--- src/hw/rtl/i2cm_pkg.sv ---
// ----------------------------------------------------------------------------
// i2cm_pkg
// Shared types and constants for the I2C master byte engine.
// ----------------------------------------------------------------------------
package i2cm_pkg;

  localparam int NUM_BUSES = 3;
  localparam int DATA_BITS = 8;
  localparam int BUS_W     = 2;
  localparam int OP_W      = 3;
  localparam int TICK_W    = 16;
  localparam int STEP_W    = 5;
  localparam int SUB_W     = 2;

  localparam int FIFO_DEPTH = 2;
  localparam int FIFO_PTR_W = $clog2(FIFO_DEPTH);
  localparam int FIFO_CNT_W = $clog2(FIFO_DEPTH + 1);

  localparam logic [TICK_W-1:0] TICK_RESET = TICK_W'(125);

  // Event index of the final event per command, and write landmarks
  localparam logic [STEP_W-1:0] START_LAST     = STEP_W'(3);
  localparam logic [STEP_W-1:0] STOP_LAST      = STEP_W'(2);
  localparam logic [STEP_W-1:0] WRITE_BITS_END = STEP_W'(3 * DATA_BITS);
  localparam logic [STEP_W-1:0] WRITE_ACK_STEP = STEP_W'(3 * DATA_BITS + 1);
  localparam logic [STEP_W-1:0] WRITE_LAST     = STEP_W'(3 * DATA_BITS + 2);
  localparam logic [STEP_W-1:0] READ_LAST      = STEP_W'(2 * DATA_BITS + 1);
  localparam logic [STEP_W-1:0] ACK_LAST       = STEP_W'(2);

  localparam logic [SUB_W-1:0] SUB_SDA  = SUB_W'(0);
  localparam logic [SUB_W-1:0] SUB_RISE = SUB_W'(1);
  localparam logic [SUB_W-1:0] SUB_FALL = SUB_W'(2);

  typedef enum logic [OP_W-1:0] {
    OP_START = 3'd0,
    OP_STOP  = 3'd1,
    OP_WRITE = 3'd2,
    OP_READ  = 3'd3,
    OP_ACK   = 3'd4
  } opcode_e;

  typedef enum logic [1:0] {
    ST_IDLE,
    ST_EMIT,
    ST_HOLD
  } back_state_e;

  // Classified command as queued between front and back
  typedef struct packed {
    opcode_e              op;
    logic [BUS_W-1:0]     bus;
    logic [DATA_BITS-1:0] wdata;
    logic                 mack;
    logic [DATA_BITS-1:0] sbyte;
    logic                 sack;
  } cmd_t;

endpackage

--- src/hw/rtl/i2cm_if.sv ---
// ----------------------------------------------------------------------------
// i2cm_if
// Valid/ready channels: command requests, event results, configuration.
// ----------------------------------------------------------------------------
interface i2cm_cmd_if;
  import i2cm_pkg::*;

  logic                 valid;
  logic                 ready;
  logic [OP_W-1:0]      opcode;
  logic [BUS_W-1:0]     bus;
  logic [DATA_BITS-1:0] write_data;
  logic                 master_ack_level;
  logic [DATA_BITS-1:0] slave_byte;
  logic                 slave_ack_level;

  modport source (
    output valid, opcode, bus, write_data, master_ack_level, slave_byte, slave_ack_level,
    input  ready
  );
  modport sink (
    input  valid, opcode, bus, write_data, master_ack_level, slave_byte, slave_ack_level,
    output ready
  );
endinterface

interface i2cm_evt_if;
  import i2cm_pkg::*;

  logic                 valid;
  logic                 ready;
  logic                 scl_level;
  logic                 sda_level;
  logic [BUS_W-1:0]     bus_out;
  logic [DATA_BITS-1:0] read_data;
  logic                 ack_received;
  logic                 last;

  modport source (
    output valid, scl_level, sda_level, bus_out, read_data, ack_received, last,
    input  ready
  );
  modport sink (
    input  valid, scl_level, sda_level, bus_out, read_data, ack_received, last,
    output ready
  );
endinterface

interface i2cm_cfg_if;
  import i2cm_pkg::*;

  logic              valid;
  logic              ready;
  logic [TICK_W-1:0] phase_ticks;

  modport source (output valid, phase_ticks, input ready);
  modport sink   (input valid, phase_ticks, output ready);
endinterface

--- src/hw/rtl/i2cm_front.sv ---
// ----------------------------------------------------------------------------
// i2cm_front
// Accepts command requests, drops unknown opcodes, maps an out-of-range bus to 0.
// ----------------------------------------------------------------------------
module i2cm_front (
  i2cm_cmd_if.sink         cmd_i,
  input  logic             q_full_i,
  output logic             push_o,
  output i2cm_pkg::cmd_t   push_data_o
);
  import i2cm_pkg::*;

  logic known_op;

  assign cmd_i.ready = !q_full_i;

  always_comb begin
    known_op = cmd_i.opcode inside {OP_START, OP_STOP, OP_WRITE, OP_READ, OP_ACK};
  end

  // unknown opcodes are consumed without producing work
  assign push_o = cmd_i.valid && !q_full_i && known_op;

  always_comb begin
    push_data_o.op    = opcode_e'(cmd_i.opcode);
    push_data_o.bus   = (cmd_i.bus >= BUS_W'(NUM_BUSES)) ? '0 : cmd_i.bus;
    push_data_o.wdata = cmd_i.write_data;
    push_data_o.mack  = cmd_i.master_ack_level;
    push_data_o.sbyte = cmd_i.slave_byte;
    push_data_o.sack  = cmd_i.slave_ack_level;
  end

endmodule

--- src/hw/rtl/i2cm_cmd_queue.sv ---
// ----------------------------------------------------------------------------
// i2cm_cmd_queue
// Short command FIFO between front and back.
// ----------------------------------------------------------------------------
module i2cm_cmd_queue (
  input  logic           clk_i,
  input  logic           rst_ni,
  input  logic           push_i,
  input  i2cm_pkg::cmd_t push_data_i,
  output logic           full_o,
  input  logic           pop_i,
  output i2cm_pkg::cmd_t pop_data_o,
  output logic           valid_o
);
  import i2cm_pkg::*;

  cmd_t                  mem_q [FIFO_DEPTH];
  logic [FIFO_PTR_W-1:0] wr_ptr_q, wr_ptr_d;
  logic [FIFO_PTR_W-1:0] rd_ptr_q, rd_ptr_d;
  logic [FIFO_CNT_W-1:0] count_q, count_d;
  logic                  do_push, do_pop;

  assign full_o     = (count_q == FIFO_CNT_W'(FIFO_DEPTH));
  assign valid_o    = (count_q != '0);
  assign pop_data_o = mem_q[rd_ptr_q];
  assign do_push    = push_i && !full_o;
  assign do_pop     = pop_i && valid_o;

  always_comb begin
    wr_ptr_d = wr_ptr_q;
    rd_ptr_d = rd_ptr_q;
    count_d  = count_q;
    if (do_push) begin
      wr_ptr_d = (wr_ptr_q == FIFO_PTR_W'(FIFO_DEPTH - 1)) ? '0 : wr_ptr_q + 1'b1;
    end
    if (do_pop) begin
      rd_ptr_d = (rd_ptr_q == FIFO_PTR_W'(FIFO_DEPTH - 1)) ? '0 : rd_ptr_q + 1'b1;
    end
    if (do_push && !do_pop) begin
      count_d = count_q + 1'b1;
    end else if (do_pop && !do_push) begin
      count_d = count_q - 1'b1;
    end
  end

  always_ff @(posedge clk_i or negedge rst_ni) begin
    if (!rst_ni) begin
      wr_ptr_q <= '0;
      rd_ptr_q <= '0;
      count_q  <= '0;
    end else begin
      wr_ptr_q <= wr_ptr_d;
      rd_ptr_q <= rd_ptr_d;
      count_q  <= count_d;
    end
  end

  always_ff @(posedge clk_i) begin
    if (do_push) begin
      mem_q[wr_ptr_q] <= push_data_i;
    end
  end

endmodule

--- src/hw/rtl/i2cm_back.sv ---
// ----------------------------------------------------------------------------
// i2cm_back
// Event sequencer: pin state per bus, hold timer, registered event output.
// ----------------------------------------------------------------------------
module i2cm_back (
  input  logic                          clk_i,
  input  logic                          rst_ni,
  input  logic [i2cm_pkg::TICK_W-1:0]   phase_ticks_i,
  input  logic                          q_valid_i,
  input  i2cm_pkg::cmd_t                q_data_i,
  output logic                          q_pop_o,
  i2cm_evt_if.source                    evt_o
);
  import i2cm_pkg::*;

  back_state_e          state_q, state_d;
  cmd_t                 cmd_q, cmd_d;
  logic [STEP_W-1:0]    step_q, step_d;
  logic [SUB_W-1:0]     sub_q, sub_d;
  logic [DATA_BITS-1:0] wshift_q, wshift_d;
  logic [TICK_W-1:0]    hold_q, hold_d;
  logic                 was_last_q, was_last_d;
  logic                 ack_q, ack_d;
  logic [NUM_BUSES-1:0] scl_q, scl_d;
  logic [NUM_BUSES-1:0] sda_q, sda_d;

  logic                 out_valid_q, out_valid_d;
  logic                 out_scl_q, out_sda_q, out_ack_q, out_last_q;
  logic [BUS_W-1:0]     out_bus_q;
  logic [DATA_BITS-1:0] out_rdata_q;

  logic                 ev_is_scl, ev_level, ev_last;
  logic                 ev_scl, ev_sda;
  logic                 emit;

  // what the current step does to the pins
  always_comb begin
    ev_is_scl = 1'b0;
    ev_level  = 1'b1;
    ev_last   = 1'b0;
    case (cmd_q.op)
      OP_START: begin
        ev_is_scl = step_q[0];
        ev_level  = (step_q < STEP_W'(2));
        ev_last   = (step_q == START_LAST);
      end
      OP_STOP: begin
        ev_is_scl = step_q[0];
        ev_level  = (step_q != '0);
        ev_last   = (step_q == STOP_LAST);
      end
      OP_WRITE: begin
        case (sub_q)
          SUB_SDA: begin
            ev_is_scl = 1'b0;
            ev_level  = (step_q < WRITE_BITS_END) ? wshift_q[DATA_BITS-1] : 1'b1;
          end
          SUB_RISE: begin
            ev_is_scl = 1'b1;
            ev_level  = 1'b1;
          end
          default: begin
            ev_is_scl = 1'b1;
            ev_level  = 1'b0;
          end
        endcase
        ev_last = (step_q == WRITE_LAST);
      end
      OP_READ: begin
        ev_is_scl = (step_q != '0);
        ev_level  = (step_q == '0) ? 1'b1 : !step_q[0];
        ev_last   = (step_q == READ_LAST);
      end
      OP_ACK: begin
        ev_is_scl = (step_q != '0);
        ev_level  = (step_q == '0) ? cmd_q.mack : (step_q == STEP_W'(1));
        ev_last   = (step_q == ACK_LAST);
      end
      default: begin
        ev_last = 1'b1;
      end
    endcase
    ev_scl = ev_is_scl ? ev_level : scl_q[cmd_q.bus];
    ev_sda = ev_is_scl ? sda_q[cmd_q.bus] : ev_level;
  end

  // sequencer
  always_comb begin
    state_d     = state_q;
    cmd_d       = cmd_q;
    step_d      = step_q;
    sub_d       = sub_q;
    wshift_d    = wshift_q;
    hold_d      = hold_q;
    was_last_d  = was_last_q;
    ack_d       = ack_q;
    scl_d       = scl_q;
    sda_d       = sda_q;
    q_pop_o     = 1'b0;
    emit        = 1'b0;
    out_valid_d = (out_valid_q && !evt_o.ready) ? 1'b1 : 1'b0;
    case (state_q)
      ST_IDLE: begin
        if (q_valid_i) begin
          q_pop_o  = 1'b1;
          cmd_d    = q_data_i;
          step_d   = '0;
          sub_d    = SUB_SDA;
          wshift_d = q_data_i.wdata;
          state_d  = ST_EMIT;
        end
      end
      ST_EMIT: begin
        if (!out_valid_q || evt_o.ready) begin
          emit               = 1'b1;
          out_valid_d        = 1'b1;
          scl_d[cmd_q.bus]   = ev_scl;
          sda_d[cmd_q.bus]   = ev_sda;
          step_d             = step_q + 1'b1;
          sub_d              = (sub_q == SUB_FALL) ? SUB_SDA : sub_q + 1'b1;
          if (cmd_q.op == OP_WRITE && sub_q == SUB_FALL) begin
            wshift_d = {wshift_q[DATA_BITS-2:0], 1'b0};
          end
          // ack slot sampled while SCL is high
          if (cmd_q.op == OP_WRITE && step_q == WRITE_ACK_STEP) begin
            ack_d = !cmd_q.sack;
          end
          hold_d     = phase_ticks_i - 1'b1;
          was_last_d = ev_last;
          state_d    = ST_HOLD;
        end
      end
      ST_HOLD: begin
        if (hold_q == '0) begin
          state_d = was_last_q ? ST_IDLE : ST_EMIT;
        end else begin
          hold_d = hold_q - 1'b1;
        end
      end
      default: begin
        state_d = ST_IDLE;
      end
    endcase
  end

  always_ff @(posedge clk_i or negedge rst_ni) begin
    if (!rst_ni) begin
      state_q     <= ST_IDLE;
      step_q      <= '0;
      sub_q       <= SUB_SDA;
      hold_q      <= '0;
      was_last_q  <= 1'b0;
      ack_q       <= 1'b0;
      scl_q       <= '1;
      sda_q       <= '1;
      out_valid_q <= 1'b0;
    end else begin
      state_q     <= state_d;
      step_q      <= step_d;
      sub_q       <= sub_d;
      hold_q      <= hold_d;
      was_last_q  <= was_last_d;
      ack_q       <= ack_d;
      scl_q       <= scl_d;
      sda_q       <= sda_d;
      out_valid_q <= out_valid_d;
    end
  end

  always_ff @(posedge clk_i) begin
    cmd_q    <= cmd_d;
    wshift_q <= wshift_d;
    if (emit) begin
      out_scl_q   <= ev_scl;
      out_sda_q   <= ev_sda;
      out_bus_q   <= cmd_q.bus;
      out_ack_q   <= ack_q;
      out_last_q  <= ev_last;
      out_rdata_q <= (cmd_q.op == OP_READ && ev_last) ? cmd_q.sbyte : '0;
    end
  end

  assign evt_o.valid        = out_valid_q;
  assign evt_o.scl_level    = out_scl_q;
  assign evt_o.sda_level    = out_sda_q;
  assign evt_o.bus_out      = out_bus_q;
  assign evt_o.read_data    = out_rdata_q;
  assign evt_o.ack_received = out_ack_q;
  assign evt_o.last         = out_last_q;

  a_emit_then_hold: assert property (@(posedge clk_i) disable iff (!rst_ni)
    emit |=> (state_q == ST_HOLD && out_valid_q))
    else $error("event emitted without entering hold");

  a_ack_only_in_slot: assert property (@(posedge clk_i) disable iff (!rst_ni)
    !(emit && cmd_q.op == OP_WRITE && step_q == WRITE_ACK_STEP) |=> $stable(ack_q))
    else $error("ack flag changed outside the write ack slot");

  a_step_bound: assert property (@(posedge clk_i) disable iff (!rst_ni)
    (state_q == ST_EMIT) |-> (step_q <= WRITE_LAST))
    else $error("event index beyond longest command");

  a_pop_only_idle: assert property (@(posedge clk_i) disable iff (!rst_ni)
    q_pop_o |-> (state_q == ST_IDLE && q_valid_i))
    else $error("queue popped while a command is active");

endmodule

--- src/hw/rtl/i2c_master_byte_engine_top.sv ---
// ----------------------------------------------------------------------------
// i2c_master_byte_engine_top
// I2C master byte engine: one command request in, a run of pin events out.
// Timing: from idle, a request passes the queue, the idle pop into the emit
//   state and the event output register before its first event shows. Each
//   event is an emit step plus the hold timer; idle state between commands.
// Throughput: write 27, read 18, start 4, stop 3, ack 3 events per command;
//   hold timer and evt_o.ready set the pace. Requests queue two deep.
// Reset: async active low; all SCL/SDA idle high, ack flag clear, queue
//   empty, phase_ticks back to 125.
// ----------------------------------------------------------------------------
module i2c_master_byte_engine_top (
  input  logic       clk_i,
  input  logic       rst_ni,
  i2cm_cmd_if.sink   cmd_i,
  i2cm_cfg_if.sink   cfg_i,
  i2cm_evt_if.source evt_o
);
  import i2cm_pkg::*;

  logic [TICK_W-1:0] phase_ticks_q, phase_ticks_d;

  cmd_t push_data;
  cmd_t pop_data;
  logic push;
  logic q_full;
  logic q_valid;
  logic q_pop;

  // Config register: always writable, a zero phase_ticks is taken as one.
  assign cfg_i.ready = 1'b1;

  always_comb begin
    phase_ticks_d = phase_ticks_q;
    if (cfg_i.valid) begin
      phase_ticks_d = (cfg_i.phase_ticks == '0) ? TICK_W'(1) : cfg_i.phase_ticks;
    end
  end

  always_ff @(posedge clk_i or negedge rst_ni) begin
    if (!rst_ni) begin
      phase_ticks_q <= TICK_RESET;
    end else begin
      phase_ticks_q <= phase_ticks_d;
    end
  end

  // Front: accept and classify requests
  i2cm_front u_front (
    .cmd_i       (cmd_i),
    .q_full_i    (q_full),
    .push_o      (push),
    .push_data_o (push_data)
  );

  // Queue decouples request intake from the slow pin sequencer
  i2cm_cmd_queue u_queue (
    .clk_i       (clk_i),
    .rst_ni      (rst_ni),
    .push_i      (push),
    .push_data_i (push_data),
    .full_o      (q_full),
    .pop_i       (q_pop),
    .pop_data_o  (pop_data),
    .valid_o     (q_valid)
  );

  // Back: walks the event sequence, holds pin state, drives results
  i2cm_back u_back (
    .clk_i         (clk_i),
    .rst_ni        (rst_ni),
    .phase_ticks_i (phase_ticks_q),
    .q_valid_i     (q_valid),
    .q_data_i      (pop_data),
    .q_pop_o       (q_pop),
    .evt_o         (evt_o)
  );

endmodule
--- src/flat_wrapper.sv ---
// flat-port wrapper written by rule: the top's interface ports become plain ports
module i2c_master_byte_engine_top_flat import i2cm_pkg::*;
  (clk_i, rst_ni, cmd_i_valid, cmd_i_opcode, cmd_i_bus, cmd_i_write_data, cmd_i_master_ack_level, cmd_i_slave_byte, cmd_i_slave_ack_level, cmd_i_ready, cfg_i_valid, cfg_i_phase_ticks, cfg_i_ready, evt_o_valid, evt_o_scl_level, evt_o_sda_level, evt_o_bus_out, evt_o_read_data, evt_o_ack_received, evt_o_last, evt_o_ready);
  i2cm_cmd_if cmd_i_i ();
  i2cm_cfg_if cfg_i_i ();
  i2cm_evt_if evt_o_i ();
  input  logic clk_i;
  input  logic rst_ni;
  input wire logic [$bits(cmd_i_i.valid)-1:0] cmd_i_valid;
  input wire logic [$bits(cmd_i_i.opcode)-1:0] cmd_i_opcode;
  input wire logic [$bits(cmd_i_i.bus)-1:0] cmd_i_bus;
  input wire logic [$bits(cmd_i_i.write_data)-1:0] cmd_i_write_data;
  input wire logic [$bits(cmd_i_i.master_ack_level)-1:0] cmd_i_master_ack_level;
  input wire logic [$bits(cmd_i_i.slave_byte)-1:0] cmd_i_slave_byte;
  input wire logic [$bits(cmd_i_i.slave_ack_level)-1:0] cmd_i_slave_ack_level;
  output wire logic [$bits(cmd_i_i.ready)-1:0] cmd_i_ready;
  input wire logic [$bits(cfg_i_i.valid)-1:0] cfg_i_valid;
  input wire logic [$bits(cfg_i_i.phase_ticks)-1:0] cfg_i_phase_ticks;
  output wire logic [$bits(cfg_i_i.ready)-1:0] cfg_i_ready;
  output wire logic [$bits(evt_o_i.valid)-1:0] evt_o_valid;
  output wire logic [$bits(evt_o_i.scl_level)-1:0] evt_o_scl_level;
  output wire logic [$bits(evt_o_i.sda_level)-1:0] evt_o_sda_level;
  output wire logic [$bits(evt_o_i.bus_out)-1:0] evt_o_bus_out;
  output wire logic [$bits(evt_o_i.read_data)-1:0] evt_o_read_data;
  output wire logic [$bits(evt_o_i.ack_received)-1:0] evt_o_ack_received;
  output wire logic [$bits(evt_o_i.last)-1:0] evt_o_last;
  input wire logic [$bits(evt_o_i.ready)-1:0] evt_o_ready;
  assign cmd_i_i.valid = cmd_i_valid;
  assign cmd_i_i.opcode = cmd_i_opcode;
  assign cmd_i_i.bus = cmd_i_bus;
  assign cmd_i_i.write_data = cmd_i_write_data;
  assign cmd_i_i.master_ack_level = cmd_i_master_ack_level;
  assign cmd_i_i.slave_byte = cmd_i_slave_byte;
  assign cmd_i_i.slave_ack_level = cmd_i_slave_ack_level;
  assign cmd_i_ready = cmd_i_i.ready;
  assign cfg_i_i.valid = cfg_i_valid;
  assign cfg_i_i.phase_ticks = cfg_i_phase_ticks;
  assign cfg_i_ready = cfg_i_i.ready;
  assign evt_o_valid = evt_o_i.valid;
  assign evt_o_scl_level = evt_o_i.scl_level;
  assign evt_o_sda_level = evt_o_i.sda_level;
  assign evt_o_bus_out = evt_o_i.bus_out;
  assign evt_o_read_data = evt_o_i.read_data;
  assign evt_o_ack_received = evt_o_i.ack_received;
  assign evt_o_last = evt_o_i.last;
  assign evt_o_i.ready = evt_o_ready;
  i2c_master_byte_engine_top u_core (.clk_i(clk_i), .rst_ni(rst_ni), .cmd_i(cmd_i_i), .cfg_i(cfg_i_i), .evt_o(evt_o_i));
endmodule
--- config.mk ---
export PLATFORM = sky130hd
export DESIGN_NAME = i2c_master_byte_engine_top_flat
export DESIGN_NICKNAME = d
export VERILOG_FILES = /design/src/hw/rtl/i2cm_pkg.sv /design/src/hw/rtl/i2cm_if.sv /design/src/hw/rtl/i2cm_front.sv /design/src/hw/rtl/i2cm_cmd_queue.sv /design/src/hw/rtl/i2cm_back.sv /design/src/hw/rtl/i2c_master_byte_engine_top.sv /design/src/flat_wrapper.sv
export SDC_FILE = /design/constraint.sdc
export NUM_CORES = 1
export LEC_CHECK = 0
export BUFFER_PORTS_ARGS = -buffer_cell sky130_fd_sc_hd__buf_2
export CAP_MARGIN = 20
export CORE_MARGIN = 2
export CORE_UTILIZATION = 50
export CTS_BUF_LIST = sky130_fd_sc_hd__clkbuf_4 sky130_fd_sc_hd__clkbuf_8
export DETAILED_ROUTE_END_ITERATION = 6
export PLACE_DENSITY = 0.72
export SETUP_SLACK_MARGIN = 0.3
export SLEW_MARGIN = 5
export SYNTH_ARGS = -nofsm -noshare
export SYNTH_HDL_FRONTEND = slang
export SYNTH_SLANG_ARGS = --single-unit
--- constraint.sdc ---
create_clock -name clk_i -period 3 [get_ports clk_i]
set_input_delay 0.15 -clock clk_i [delete_from_list [all_inputs] [get_ports clk_i]]
set_output_delay 0.15 -clock clk_i [all_outputs]
set_load 0.01 [all_outputs]
# Yosys cells after proc, flatten, opt, wreduce, memory -nomap -nowiden
# Memory sizes are Yosys's and may differ from the RTL's.
# Cells that the tools add are included.
# word_totals
regBits	91
mem_bits_rw	46
input_bits	44
out_inout_bits	17
word_cells	157
memories	1
# classes
n_addsub	8
n_lt_le_gt_ge	5
eq_ne	24
muxes	52
reduce_logical	42
# mem_list
name	depth	width	rd	rd_clocked_by_memory_dff	wr	line	source
u_core.u_queue.mem_q	2	23	1	0	1	i2cm_cmd_queue.sv:17	cmd_t mem_q [FIFO_DEPTH];
# op_table
op	n
16-bit two-way mux	3
16-bit logical NOT	2
16-bit one-hot mux with 2 select lines	1
16-bit by 1-bit subtractor with 16-bit output, second input constant	2
8-bit two-way mux	3
1-bit two-way mux	21
2-bit two-way mux	9
8-bit one-hot mux with 2 select lines	1
5-bit == test, second input constant	3
3-bit by 2-bit == test with 1-bit output, second input constant	4
3-bit AND reduction	4
1-bit logical AND	11
5-bit by 2-bit == test with 1-bit output, second input constant	2
5-bit two-way mux	2
5-bit one-hot mux with 2 select lines	1
5-bit nonzero test	2
2-bit != test, second input constant	4
2-bit nonzero test	4
1-bit logical NOT	7
3-bit bitwise mux	2
2-bit == test, second input constant	3
3-bit by 1-bit == test with 1-bit output, second input constant	2
3-bit == test, second input constant	2
3-bit logical NOT	2
other kinds (26)	34

# Longest topological paths before layout
# depth
ltp_word	9
mapped_depth	11
mapped_depth_nobuf	8

# Cells and area by module
# Synthesis repeated with hierarchy kept, for this count alone.
# unflattened
cells_unflattened	525
area_unflattened_um2	6653.9
# by_module_without_submodules
mod	n_inst	cells_each	area_per_inst_um2
i2cm_back	1	365	3794.9
i2cm_cmd_queue	1	91	1963.1
i2c_master_byte_engine_top	1	43	710.7
i2cm_front	1	26	185.2

# Worst setup path before layout
# OpenSTA, ideal clock, no wires.
# synth_path
kind	register to register
startpoint	register u_core.u_back.state_q[0]
endpoint	register u_core.u_back.hold_q[14]
setup_ps	77
arrival_ps	2799
slack_ps	123
stages_incl_launch_ff	12
n_path_buf	4
synth_period_minus_slack_ps	2877
cell_sequence	dfrtp_1 -> buf_2 -> nand2b_4 -> buf_2 -> buf_1 -> clkbuf_1 -> mux2i_1 -> ha_1 -> o221ai_2 -> nor4_1 -> mux2_1 -> a21oi_1
# synth_via
elab_chain_cells	3
elab_cells_between_ends	7
# synth_rtl
element	line	source
start: declaration	i2cm_back.sv:16	back_state_e state_q, state_d;
start signal: assignment	i2cm_back.sv:158	state_q <= state_d;
2-bit == test / 2-bit by 1-bit == test with 1-bit output (equally long branches)	i2cm_back.sv:102	case (state_q)
2-bit != test (no source line) / 2-bit nonzero test (equally long branches)	n/a	
3-bit AND reduction (no source line)	n/a	
end signal: assignment	i2cm_back.sv:161	hold_q <= hold_d;
end: declaration	i2cm_back.sv:21	logic [TICK_W-1:0] hold_q, hold_d;
# Several ways; a longest one is shown, not always the timed one.
# A chain may end at the register's enable or synchronous reset.

# Worst setup path in the final report
# layout_path
startpoint	register u_core.u_back.step_q[0]
endpoint	register u_core.u_back.sda_q[1]
# layout_via
elab_chain_cells	6
elab_cells_between_ends	14
# layout_rtl
element	line	source
start: declaration	i2cm_back.sv:18	logic [STEP_W-1:0] step_q, step_d;
start signal: assignment	i2cm_back.sv:159	step_q <= step_d;
5-bit less-than comparator	i2cm_back.sv:56	ev_level = (step_q < WRITE_BITS_END) ? wshift_q[DATA_BITS-1] : 1'b1;
1-bit two-way mux	i2cm_back.sv:56	
1-bit one-hot mux with 2 select lines	i2cm_back.sv:53	case (sub_q)
1-bit one-hot mux with 5 select lines	i2cm_back.sv:41	case (cmd_q.op)
1-bit two-way mux *	i2cm_back.sv:84	ev_sda = ev_is_scl ? sda_q[cmd_q.bus] : ev_level;
named net u_core.u_back.ev_sda	i2cm_back.sv:33	logic ev_scl, ev_sda;
3-bit bitwise mux *	i2cm_back.sv:118	sda_d[cmd_q.bus] = ev_sda;
end signal: assignment	i2cm_back.sv:155	sda_q <= '1;
end signal: assignment	i2cm_back.sv:165	sda_q <= sda_d;
end: declaration	i2cm_back.sv:25	logic [NUM_BUSES-1:0] sda_q, sda_d;
# The timed path passes the listed nets; every way through them passes the cells marked *.

==> results_dict.tcl <==
set metrics [dict create \
    run_status "finished, final reports clean" \
    min_period_ns 2.52 \
    viasPerCell 5.57 \
    pwr-share-clk_pct 19.8 \
    multi_input_area_sq_um 2270 \
    period_share_pct 84.1 \
    cp.required_ns 3.38 \
    skew_ns 0.0114 \
    tritoncts "done" \
    rows 40 \
    worstPathArrival_ns 2.90 \
    seq_area_frac_synth_pct 61.4 \
    maxCapViolCount 0 \
    hold_viol_final 0 \
    vias 4430 \
    grt_pass1_vias 4434 \
    nFillCells 916 \
    crit_type "flop to flop" \
    finalSetupViolations 0 \
    netlist.area_leader.share_pct 39.7 \
    r2r_cells 7 \
    worst-r2r-setup-slack_ns 0.48 \
    ctsHtreeMaxLevel 4 \
    worstHoldEndpoint "u_core.u_queue.wr_ptr_q" \
    holdPathStages 3 \
    grt_pass1_wl_microns 21200 \
    max_freq_mhz 396 \
    synth_edf_count 83 \
    path_max_fanout 11 \
    drc 0 \
    fp.dieH_microns 116 \
    dieArea_sq_um 13500 \
    ys_ff_latch 137 \
    synthToLayoutAreaGrowth_pct 20.3 \
    antenna_found_initial 0 \
    detailed_place_hpwl_microns 8790 \
    switching_power_w 0.00258 \
    start_kind "flop" \
    rsz0062_at_grt "false" \
    cts_buffers 17 \
    worst_slew_pin_slew_ns 0.650 \
    synthTopCellsByArea "edfxtp_1, dfrtp_1, mux2_2" \
    wirelength_microns 13400 \
    peakVddDrop_mv 0.546 \
    rr_endpoint "u_core.u_back.sda_q[1]" \
    first_iter_violations 301 \
    clk_path_buf_depth 2 \
    yosysWarnings 0 \
    p_int_w 0.00442 \
    min_path_type "input pin to flop" \
    drv_slew 0 \
    antenna-diode-count 0 \
    synthArstFlopShare_pct 39.4 \
    hold_start "cmd_i_valid" \
    slew_headroom_pct 56.2 \
    ys.flop_type "edfxtp_1" \
    finalPower_w 0.00699 \
    cp-end-kind "flop" \
    yosys.cell_count.top_type "edfxtp_1" \
    powerDensity_nw_per_um2 925 \
    clk-insertion-delay-late_ns 0.45 \
    synth.top_cells.by_count "edfxtp_1, dfrtp_1, nand2_1" \
    synth_cells 507 \
    syn_avg_cell_area_sq_um 12.4 \
    yosysUniqueCellTypes 58 \
    layout.area.seq_sq_um 3860 \
    fin_tns_setup_ns 0 \
    final_layout_size_suffix_gt1_share_pct 27.1 \
    post_cts_buffers 0 \
    ant_nets 0 \
    cellLeakagePower_nw 2.88 \
    power_frac_seq_pct 46.4 \
    ios 61 \
    start_util_pct 51.7 \
    grt_max_degree 32 \
    numPortBuffers 59 \
    synth.largest_area_cell "edfxtp_1" \
    grt_overflow 0 \
    coreArea_sq_um 12200 \
    clkTransAtPathRegs_ns 0.08 \
    synth_area_sq_um 6280 \
    swShare_pct 36.8 \
    root_buffer "clkbuf_8" \
    die_w_microns 116 \
    cts.sinks 137 \
    regToRegStartpoint "u_core.u_back.step_q[0]" \
    gp_congestion 0.911 \
    power_frac_comb_pct 33.8 \
    synth_fp_nets 556 \
    wl_per_cell_microns 16.8 \
    track_usage_pct 20.7 \
    num-nets-final 663 \
    dr.pass1.iters 5 \
]
==> worst max path at each step <==
stage	from	end	slack, ns	cells after the start
finish	u_core.u_back.step_q[0]	u_core.u_back.sda_q[1]	0.48	7
global route	u_core.u_back.state_q[1]	u_core.u_back.hold_q[14]	0.33	7
CTS	u_core.u_back.state_q[0]	u_core.u_back.hold_q[14]	0.35	7
detailed placement	u_core.u_back.state_q[0]	u_core.u_back.hold_q[14]	0.37	7
global placement	u_core.u_back.state_q[0]	u_core.u_back.hold_q[14]	0.51	7
floorplan	u_core.u_back.state_q[0]	u_core.u_back.hold_q[14]	0.34	11
==> critical path, stage by stage, from the launching register on <==
cell and delay (ns):
dfrtp_1 0.50, inv_1 0.15, ha_1 0.20, or4b_4 0.51
a2111oi_4 0.36, a311oi_1 0.13, mux2_2 0.33, mux2_2 0.27
==> what timing repair did <==
action                                  in CTS  in global routing
hold buffers                                40                  0
gates resized for setup                      0                  2
endpoints found under the hold margin       78                  0
endpoints found under the setup margin       0                  1
==> per-layer routing <==
layer	wire [microns]	global-route usage [%]
met4	174	8.10
met1	5470	25.4
met3	875	6.12
met2	6870	34.7
met5	0	0
==> metrics by stage <==
step,instances,hold WS [ns],area (sq um),setup WS (ns),utilization [%]
6_report,795,0.0864,7560,0.477,62.2
5_1_grt,795,0.0695,7560,0.330,62.2
4_1_cts,794,0.0622,7540,0.348,62.0
3_5_place_dp,722,0.123,6780,0.373,55.8
3_3_place_gp,722,0.117,6780,0.509,55.8
2_1_floorplan,507,-0.146,6280,0.344,-
==> power by group through the flow <==
stage / clock, W / combinational [W] / sequential (W)
after floorplan: 0 / 0.00177 / 0.00307
after global placement: 0 / 0.00221 / 0.00323
after detailed placement: 0 / 0.00229 / 0.00326
after CTS: 0.00142 / 0.00234 / 0.00323
after global routing: 0.00150 / 0.00261 / 0.00332
final: 0.00138 / 0.00236 / 0.00324
==> cell type report <==
| class | count | area share (%) |
|---|---|---|
| clock buffers | 18 | 3.19 |
| clock inverters | 14 | 1.59 |
| inverters | 12 | 0.596 |
| multi-input cells | 332 | 30.1 |
| flip-flops and latches | 137 | 51.1 |
| well taps | 168 | 2.78 |
| repair buffers | 114 | 10.7 |
==> cells in the final DEF (no fill, tap or decap), types with 5 or more instances in the layout <==
cell | netlist | layout
edfxtp_1 | 83 | 83
buf_2 | 9 | 59
nand2_1 | 42 | 42
dfrtp_1 | 42 | 41
mux2_2 | 40 | 40
dlygate4sd3_1 | 0 | 40
nor2_1 | 33 | 32
a21oi_1 | 30 | 30
nor3_1 | 24 | 24
o21ai_0 | 24 | 24
mux2i_1 | 19 | 19
clkbuf_8 | 0 | 17
buf_4 | 1 | 15
dfstp_2 | 12 | 12
inv_1 | 11 | 11
nor4_1 | 11 | 10
and2_1 | 10 | 10
xor2_1 | 8 | 8
a211oi_1 | 8 | 8
nand2b_1 | 7 | 7
nand3_1 | 7 | 7
o22ai_1 | 6 | 6
nor2b_1 | 6 | 5
ha_1 | 5 | 5
inv_6 | 0 | 5
==> flip-flops by register name, indices dropped and copies added (netlist names) <==
register                          cells
u_core.u_back.evt_o.bus_out           2
u_core.u_back.ack_q                   1
u_core.u_back.evt_o.last              1
u_core.u_queue.wr_ptr_q               1
u_core.u_back.step_q                  5
u_core.u_back.sda_q                   3
u_core.u_back.evt_o.scl_level         1
u_core.u_back.evt_o.ack_received      1
u_core.u_back.evt_o.valid             1
u_core.u_back.state_q                 2
u_core.u_back.cmd_q                  15
u_core.u_back.wshift_q                8
u_core.u_queue.mem_q                 46
u_core.u_back.hold_q                 16
u_core.u_back.was_last_q              1
u_core.u_queue.rd_ptr_q               1
u_core.u_back.evt_o.sda_level         1
u_core.u_queue.count_q                2
u_core.u_back.evt_o.read_data         8
u_core.u_back.sub_q                   2
u_core.phase_ticks_q                 16
u_core.u_back.scl_q                   3
==> cell families (layout without fill, tap and decap cells) <==
kind of cell	Yosys count	after routing	share of synthesized area, %
other	1	1	0.0597
AO/OA/AOI/OAI	96	96	9.94
adder cells (fa/ha/maj)	5	5	0.996
flip-flops	137	137	61.4
buffers and inverters	39	158	2.69
XOR/XNOR	11	11	1.53
AND/OR/NAND/NOR	155	156	12.4
multiplexers	63	63	11.0
Power figures use the tool's default switching activity.
